$ cat src/rtl/core/stq_pkg.sv
// ----------------------------------------------------------------------------
// stq_pkg: shared types and constants of the sorted timer queue
// Slot record layout, status and operation codes, and the key ordering.
// ----------------------------------------------------------------------------
package stq_pkg;

   localparam int CAPACITY  = 16;
   localparam int ID_BITS   = 8;
   localparam int TIME_BITS = 32;

   localparam int CNT_BITS = $clog2(CAPACITY + 1);
   localparam int IDX_BITS = (CAPACITY > 1) ? $clog2(CAPACITY) : 1;

   localparam logic [1:0] STATUS_OK        = 2'd0;
   localparam logic [1:0] STATUS_FULL      = 2'd1;
   localparam logic [1:0] STATUS_NOT_FOUND = 2'd2;

   localparam logic OP_INSERT = 1'b0;
   localparam logic OP_DELETE = 1'b1;

   typedef struct packed {
      logic [ID_BITS-1:0]   id;
      logic [TIME_BITS-1:0] deadline;
      logic [TIME_BITS-1:0] sequence_num;
   } slot_type;

   localparam int SLOT_BITS = $bits(slot_type);

   // true when key a sorts strictly before key b
   function automatic logic key_before(input slot_type a, input slot_type b);
      logic result;
      if (a.deadline != b.deadline) begin
         result = (a.deadline < b.deadline);
      end else begin
         result = (a.sequence_num < b.sequence_num);
      end
      return result;
   endfunction

endpackage

$ cat src/rtl/core/stq_ram.sv
// ----------------------------------------------------------------------------
// stq_ram: generic single-write, single-read RAM
// One write port and one read port; read data is registered.
// ----------------------------------------------------------------------------
module stq_ram #(
   parameter int WIDTH = 8,
   parameter int DEPTH = 16,
   localparam int ADDR_BITS = (DEPTH > 1) ? $clog2(DEPTH) : 1
) (
   input  logic                 clock,
   input  logic                 wr_en,
   input  logic [ADDR_BITS-1:0] wr_addr,
   input  logic [WIDTH-1:0]     wr_data,
   input  logic [ADDR_BITS-1:0] rd_addr,
   output logic [WIDTH-1:0]     rd_data
);

   logic [WIDTH-1:0] mem_ff [DEPTH];
   logic [WIDTH-1:0] rd_data_ff;

   always_ff @(posedge clock) begin
      if (wr_en) begin
         mem_ff[wr_addr] <= wr_data;
      end
      rd_data_ff <= mem_ff[rd_addr];
   end

   assign rd_data = rd_data_ff;

endmodule

$ cat src/rtl/core/sorted_timer_queue_unit.sv
// ----------------------------------------------------------------------------
// sorted_timer_queue_unit: sorted timer table with insert and delete by id
// Flow: an insert shifts slots up from the tail to its place, a delete scans
//   for the id and shifts later slots down; then the head slot is read.
// Handshake: one item at a time; the next item is accepted the cycle after
//   the result is taken.
// Reset: synchronous, clears the entry count and control state; slot RAM is
//   left as is and only the contents of occupied slots are ever used.
// ----------------------------------------------------------------------------
module sorted_timer_queue_unit
   import stq_pkg::*;
(
   input  logic                 clock,
   input  logic                 reset,
   input  logic                 req_valid,
   output logic                 req_ready,
   input  logic                 req_operation,
   input  logic [ID_BITS-1:0]   req_timer_id,
   input  logic [TIME_BITS-1:0] req_deadline,
   input  logic [TIME_BITS-1:0] req_sequence_req,
   output logic                 rsp_valid,
   input  logic                 rsp_ready,
   output logic [1:0]           rsp_status,
   output logic [CNT_BITS-1:0]  rsp_entry_count,
   output logic                 rsp_min_valid,
   output logic [ID_BITS-1:0]   rsp_min_id,
   output logic [TIME_BITS-1:0] rsp_min_deadline,
   output logic [TIME_BITS-1:0] rsp_min_sequence
);

   typedef enum logic [3:0] {
      S_IDLE,
      S_INS_RD,
      S_INS_CMP,
      S_DEL_RD,
      S_DEL_CMP,
      S_SH_RD,
      S_SH_CMP,
      S_FIN,
      S_LOAD,
      S_RESP
   } state_type;

   state_type            state_ff,  state_in;
   logic [CNT_BITS-1:0]  idx_ff,    idx_in;
   logic [CNT_BITS-1:0]  count_ff,  count_in;
   slot_type             item_ff,   item_in;
   logic [1:0]           status_ff, status_in;
   logic                 rsp_valid_ff, rsp_valid_in;
   slot_type             min_ff,    min_in;
   logic                 min_valid_ff, min_valid_in;

   logic                 ram_we;
   logic [IDX_BITS-1:0]  ram_waddr;
   slot_type             ram_wdata;
   logic [IDX_BITS-1:0]  ram_raddr;
   logic [SLOT_BITS-1:0] ram_rdata;
   slot_type             rd_slot;
   logic [CNT_BITS-1:0]  idx_dec;
   logic [CNT_BITS-1:0]  idx_inc;

   assign rd_slot = slot_type'(ram_rdata);
   assign idx_dec = idx_ff - CNT_BITS'(1);
   assign idx_inc = idx_ff + CNT_BITS'(1);

   stq_ram #(
      .WIDTH (SLOT_BITS),
      .DEPTH (CAPACITY)
   ) u_slot_ram (
      .clock   (clock),
      .wr_en   (ram_we),
      .wr_addr (ram_waddr),
      .wr_data (SLOT_BITS'(ram_wdata)),
      .rd_addr (ram_raddr),
      .rd_data (ram_rdata)
   );

   always_comb begin
      state_in     = state_ff;
      idx_in       = idx_ff;
      count_in     = count_ff;
      item_in      = item_ff;
      status_in    = status_ff;
      rsp_valid_in = rsp_valid_ff;
      min_in       = min_ff;
      min_valid_in = min_valid_ff;
      ram_we       = 1'b0;
      ram_waddr    = idx_ff[IDX_BITS-1:0];
      ram_wdata    = item_ff;
      ram_raddr    = idx_ff[IDX_BITS-1:0];

      unique case (state_ff)
         S_IDLE: begin
            if (req_valid) begin
               item_in.id           = req_timer_id;
               item_in.deadline     = req_deadline;
               item_in.sequence_num = req_sequence_req;
               status_in            = STATUS_OK;
               if (req_operation == OP_INSERT) begin
                  if (count_ff >= CNT_BITS'(CAPACITY)) begin
                     status_in = STATUS_FULL;
                     state_in  = S_FIN;
                  end else begin
                     idx_in   = count_ff;
                     state_in = S_INS_RD;
                  end
               end else begin
                  idx_in   = '0;
                  state_in = S_DEL_RD;
               end
            end
         end
         S_INS_RD: begin
            ram_raddr = idx_dec[IDX_BITS-1:0];
            if (idx_ff == '0) begin
               ram_we   = 1'b1;
               count_in = count_ff + CNT_BITS'(1);
               state_in = S_FIN;
            end else begin
               state_in = S_INS_CMP;
            end
         end
         S_INS_CMP: begin
            ram_we = 1'b1;
            if (key_before(item_ff, rd_slot)) begin
               ram_wdata = rd_slot;
               idx_in    = idx_dec;
               state_in  = S_INS_RD;
            end else begin
               count_in = count_ff + CNT_BITS'(1);
               state_in = S_FIN;
            end
         end
         S_DEL_RD: begin
            if (idx_ff == count_ff) begin
               status_in = STATUS_NOT_FOUND;
               state_in  = S_FIN;
            end else begin
               state_in = S_DEL_CMP;
            end
         end
         S_DEL_CMP: begin
            if (rd_slot.id == item_ff.id) begin
               state_in = S_SH_RD;
            end else begin
               idx_in   = idx_inc;
               state_in = S_DEL_RD;
            end
         end
         S_SH_RD: begin
            ram_raddr = idx_inc[IDX_BITS-1:0];
            if (idx_inc == count_ff) begin
               count_in = count_ff - CNT_BITS'(1);
               state_in = S_FIN;
            end else begin
               state_in = S_SH_CMP;
            end
         end
         S_SH_CMP: begin
            ram_we    = 1'b1;
            ram_wdata = rd_slot;
            idx_in    = idx_inc;
            state_in  = S_SH_RD;
         end
         S_FIN: begin
            ram_raddr = '0;
            state_in  = S_LOAD;
         end
         S_LOAD: begin
            min_valid_in = (count_ff != '0);
            min_in       = (count_ff != '0) ? rd_slot : '0;
            rsp_valid_in = 1'b1;
            state_in     = S_RESP;
         end
         S_RESP: begin
            if (rsp_ready) begin
               rsp_valid_in = 1'b0;
               state_in     = S_IDLE;
            end
         end
         default: begin
            state_in = S_IDLE;
         end
      endcase
   end

   always_ff @(posedge clock) begin
      if (reset) begin
         state_ff     <= S_IDLE;
         count_ff     <= '0;
         rsp_valid_ff <= 1'b0;
      end else begin
         state_ff     <= state_in;
         count_ff     <= count_in;
         rsp_valid_ff <= rsp_valid_in;
      end
      idx_ff       <= idx_in;
      item_ff      <= item_in;
      status_ff    <= status_in;
      min_ff       <= min_in;
      min_valid_ff <= min_valid_in;
   end

   assign req_ready        = (state_ff == S_IDLE);
   assign rsp_valid        = rsp_valid_ff;
   assign rsp_status       = status_ff;
   assign rsp_entry_count  = count_ff;
   assign rsp_min_valid    = min_valid_ff;
   assign rsp_min_id       = min_ff.id;
   assign rsp_min_deadline = min_ff.deadline;
   assign rsp_min_sequence = min_ff.sequence_num;

endmodule

$ cat config.mk
export PLATFORM = sky130hd
export DESIGN_NAME = sorted_timer_queue_unit
export DESIGN_NICKNAME = d
export VERILOG_FILES = /design/src/rtl/core/stq_pkg.sv /design/src/rtl/core/stq_ram.sv /design/src/rtl/core/sorted_timer_queue_unit.sv
export SDC_FILE = /design/constraint.sdc
export NUM_CORES = 2
export LEC_CHECK = 0
export BUFFER_PORTS_ARGS = -buffer_cell sky130_fd_sc_hd__clkbuf_2
export CAP_MARGIN = 25
export CELL_PAD_IN_SITES_DETAIL_PLACEMENT = 0
export CELL_PAD_IN_SITES_GLOBAL_PLACEMENT = 1
export CORE_UTILIZATION = 52
export DETAILED_ROUTE_END_ITERATION = 12
export HOLD_SLACK_MARGIN = 0.05
export PLACE_DENSITY = 0.78
export SLEW_MARGIN = 20
export SYNTH_ARGS = -nofsm -noshare
export SYNTH_HDL_FRONTEND = slang
export SYNTH_SLANG_ARGS = --single-unit
$ cat constraint.sdc
create_clock -name clock -period 9.65 [get_ports clock]
set_input_delay 0.965 -clock clock [delete_from_list [all_inputs] [get_ports clock]]
set_output_delay 0.965 -clock clock [all_outputs]
set_load 0.03 [all_outputs]
==> flow_summary.json <==
{
  "n_fill_cell": 8100,
  "setup_viol": 0,
  "die_h_um": 330,
  "r2r_slack_ns": 4.67,
  "cts-resized-gates": 0,
  "antenna_found_initial": 13,
  "cts_tree": "done",
  "cts_buffers": 142,
  "dieWidth_um": 330,
  "viasPerCell": 5.98,
  "worst_setup_path_end_kind": "flip-flop",
  "critPathArrivalTime_ns": 5.44,
  "crit_path_start_kind": "flip-flop",
  "dp_cells": 5205,
  "grt_overflow_total": 0,
  "hold_violations": 0,
  "ios": 159,
  "design_area_um2": 62200,
  "period_needed_ns": 4.98,
  "cts_max_level": 4,
  "grt_pass1_vias": 31200,
  "rows": 119,
  "synth_fp_nets": 4029,
  "drv_cap": 0,
  "async_flop_share_pct": 0,
  "yosysWarnings": 0,
  "clock_path_buffers": 3,
  "first_pass_iters": 6,
  "place_area_um2": 57600,
  "wl_per_cell_um": 25.3,
  "critPathKind": "flip-flop to flip-flop",
  "vias": 32700,
  "final_nets": 4107,
  "slew_headroom_pct": 27.3,
  "gp_congestion": 0.806,
  "worst_pin_slew_ns": 1.09,
  "cts.clk_slew.worst_paths_ns": 0.07,
  "rsz0062_at_grt": "false",
  "start_util_pct": 52.8,
  "hpwl_mm": 70.4,
  "syn_area_um2": 55900,
  "ys_types": 63,
  "core_area_um2": 106000,
  "cts_hold_buf": 0,
  "grtUsageTotal_pct": 25.4,
  "cts_num_sinks": 1386,
  "finalMaxSlewViolations": 0,
  "cp.required_ns": 10.11,
  "fin_skew_ns": 0.0309,
  "postCtsSetupRepairBufs": 0,
  "p_leak_nw": 20.9,
  "yosys.area.top_type": "edfxtp_1",
  "synth-seq-area-share_pct": 72.9,
  "syn_inst": 3880,
  "syn_area_per_cell_um2": 14.4,
  "status": "complete, no violations",
  "powerDensity_nw_per_um2": 346,
  "remaining_drc_errors": 0,
  "wl_mm": 139,
  "fin_crit_sh_pct": 51.6,
  "clk_latency_ns": 0.76,
  "crit_fanout": 39,
  "max_freq_ghz": 0.201,
  "fin_tns_setup_ns": 0,
  "hold_class": "primary input to flip-flop",
  "cts-root-buf": "clkbuf_16",
  "area_delta_synth_final_pct": 11.2,
  "ant_nets": 0,
  "layout-drive-gt1-share_pct": 12.5,
  "synth_top_area_share_pct": 70.0,
  "final_cell_count_no_fill": 5470,
  "synth_edf_count": 1304,
  "grt_pass1_wl_mm": 201,
  "drt-initial-drc-count": 3370,
  "grt_max_degree": 227,
  "ys_ff_latch": 1386,
  "numPortBuffers": 158,
  "synthTopCellsByArea": "edfxtp_1 (70%), a211oi_1 (4.9%), nand2_1 (4.1%), and2_1 (3.3%), dfxtp_1 (2.9%)",
  "peakVddDrop_mv": 0.412,
  "dieArea_um2": 109000,
  "dominantRegCellSynth": "edfxtp_1"
}
-- critical path, stage by stage (launching register included) --
cell and delay [ns]:
edfxtp_1 0.41, ha_1 0.33, nand4_1 0.28, nor4_2 0.44
nand3_1 0.40, o211ai_1 0.25, a211oi_2 0.14, a21o_2 0.28
o21bai_4 0.10, buf_4 0.67, buf_4 0.83, mux2_4 0.44
-- through the flow --
stage	hold WS, ns	utilization (%)	power, mW	worst slack (ns)
after floorplan	0.533	-	14.1	2.52
after global placement	0.481	54.4	16.2	4.76
after detailed placement	0.487	54.4	16.2	4.70
after CTS	0.344	58.7	21.6	4.69
after global routing	0.358	58.7	22.6	4.47
final	0.383	58.7	21.5	4.67
-- kinds of logic (layout without fill, tap and decap cells) --
kind of cell	Yosys count	after routing	share of synthesized area, %
flip-flops	1386	1386	72.9
buffers and inverters	341	536	2.93
AND/OR/NAND/NOR	1085	1085	8.98
XOR/XNOR	21	21	0.329
adder cells (fa/ha/maj)	72	72	1.62
other	0	4	0
multiplexers	75	75	2.00
AO/OA/AOI/OAI	900	900	11.2
-- power by group --
part / total (mW) / internal [mW] / switching, mW
clock: 5.36 / 3.10 / 2.26
combinational: 8.02 / 2.49 / 5.53
sequential: 8.16 / 7.88 / 0.275
-- layout make-up --
cell class              instances  area [µm²]  area share (%)
flip-flops and latches       1386       40800            65.6
multi-input cells            2153       13600            21.9
clock buffers                 198        3930            6.31
well taps                    1391        1740            2.80
repair buffers                201        1200            1.93
clock inverters                63         631            1.01
inverters                      74         278           0.447
diodes                          4        10.0          0.0161
-- registers in the layout, indices dropped and copies added (netlist names) --
register            flops
idx_ff                  5
item_ff                72
rsp_entry_count         5
rsp_min_deadline       32
rsp_min_id              8
rsp_min_sequence       32
rsp_min_valid           1
rsp_status              2
rsp_valid               1
state_ff                4
u_slot_ram.mem_ff    1152
u_slot_ram.rd_data     72
-- path summary, 6_finish.rpt --
path,from,end,cells after the start
hold reg to reg,rsp_valid,rsp_valid,2
hold / removal,req_sequence_req[7],item_ff[7],1
setup reg to reg,item_ff[61],u_slot_ram.mem_ff[10][68],11
setup / recovery,item_ff[61],u_slot_ram.mem_ff[10][68],11
-- per-layer routing --
metal	vias to the layer above	GRT usage, %	part of all wire, %
met4	16	7.67	2.3
met3	192	5.75	8.9
li1	15000	-	-
met5	-	0	0.075
met2	1221	39.5	46
met1	16300	35.9	43
-- synth_stat cells (25+ instances only) --
library cell	instances
a31oi_1	145
a21oi_1	185
buf_2	120
clkbuf_1	119
nor2_1	93
dfxtp_1	82
and2_1	292
nand2_1	608
mux2_4	70
inv_1	74
edfxtp_1	1304
ha_1	71
o21ai_0	25
a211oi_1	363
a311oi_1	145
-- cells in the final DEF, fill, tap and decap left out, types with 18 or more instances in the layout --
| cell | instances |
|---|---|
| and2_1 | 276 |
| ha_1 | 71 |
| buf_4 | 36 |
| nand2_1 | 608 |
| a21oi_1 | 185 |
| o21ai_0 | 25 |
| clkbuf_2 | 158 |
| nand3_1 | 18 |
| mux2_4 | 70 |
| a211oi_1 | 363 |
| clkbuf_16 | 143 |
| clkinv_2 | 19 |
| clkbuf_1 | 41 |
| a31oi_1 | 145 |
| nor2_1 | 92 |
| edfxtp_1 | 1304 |
| dfxtp_1 | 82 |
| a311oi_1 | 145 |
| inv_1 | 74 |
No activity file was read; power rests on OpenSTA's default activity.
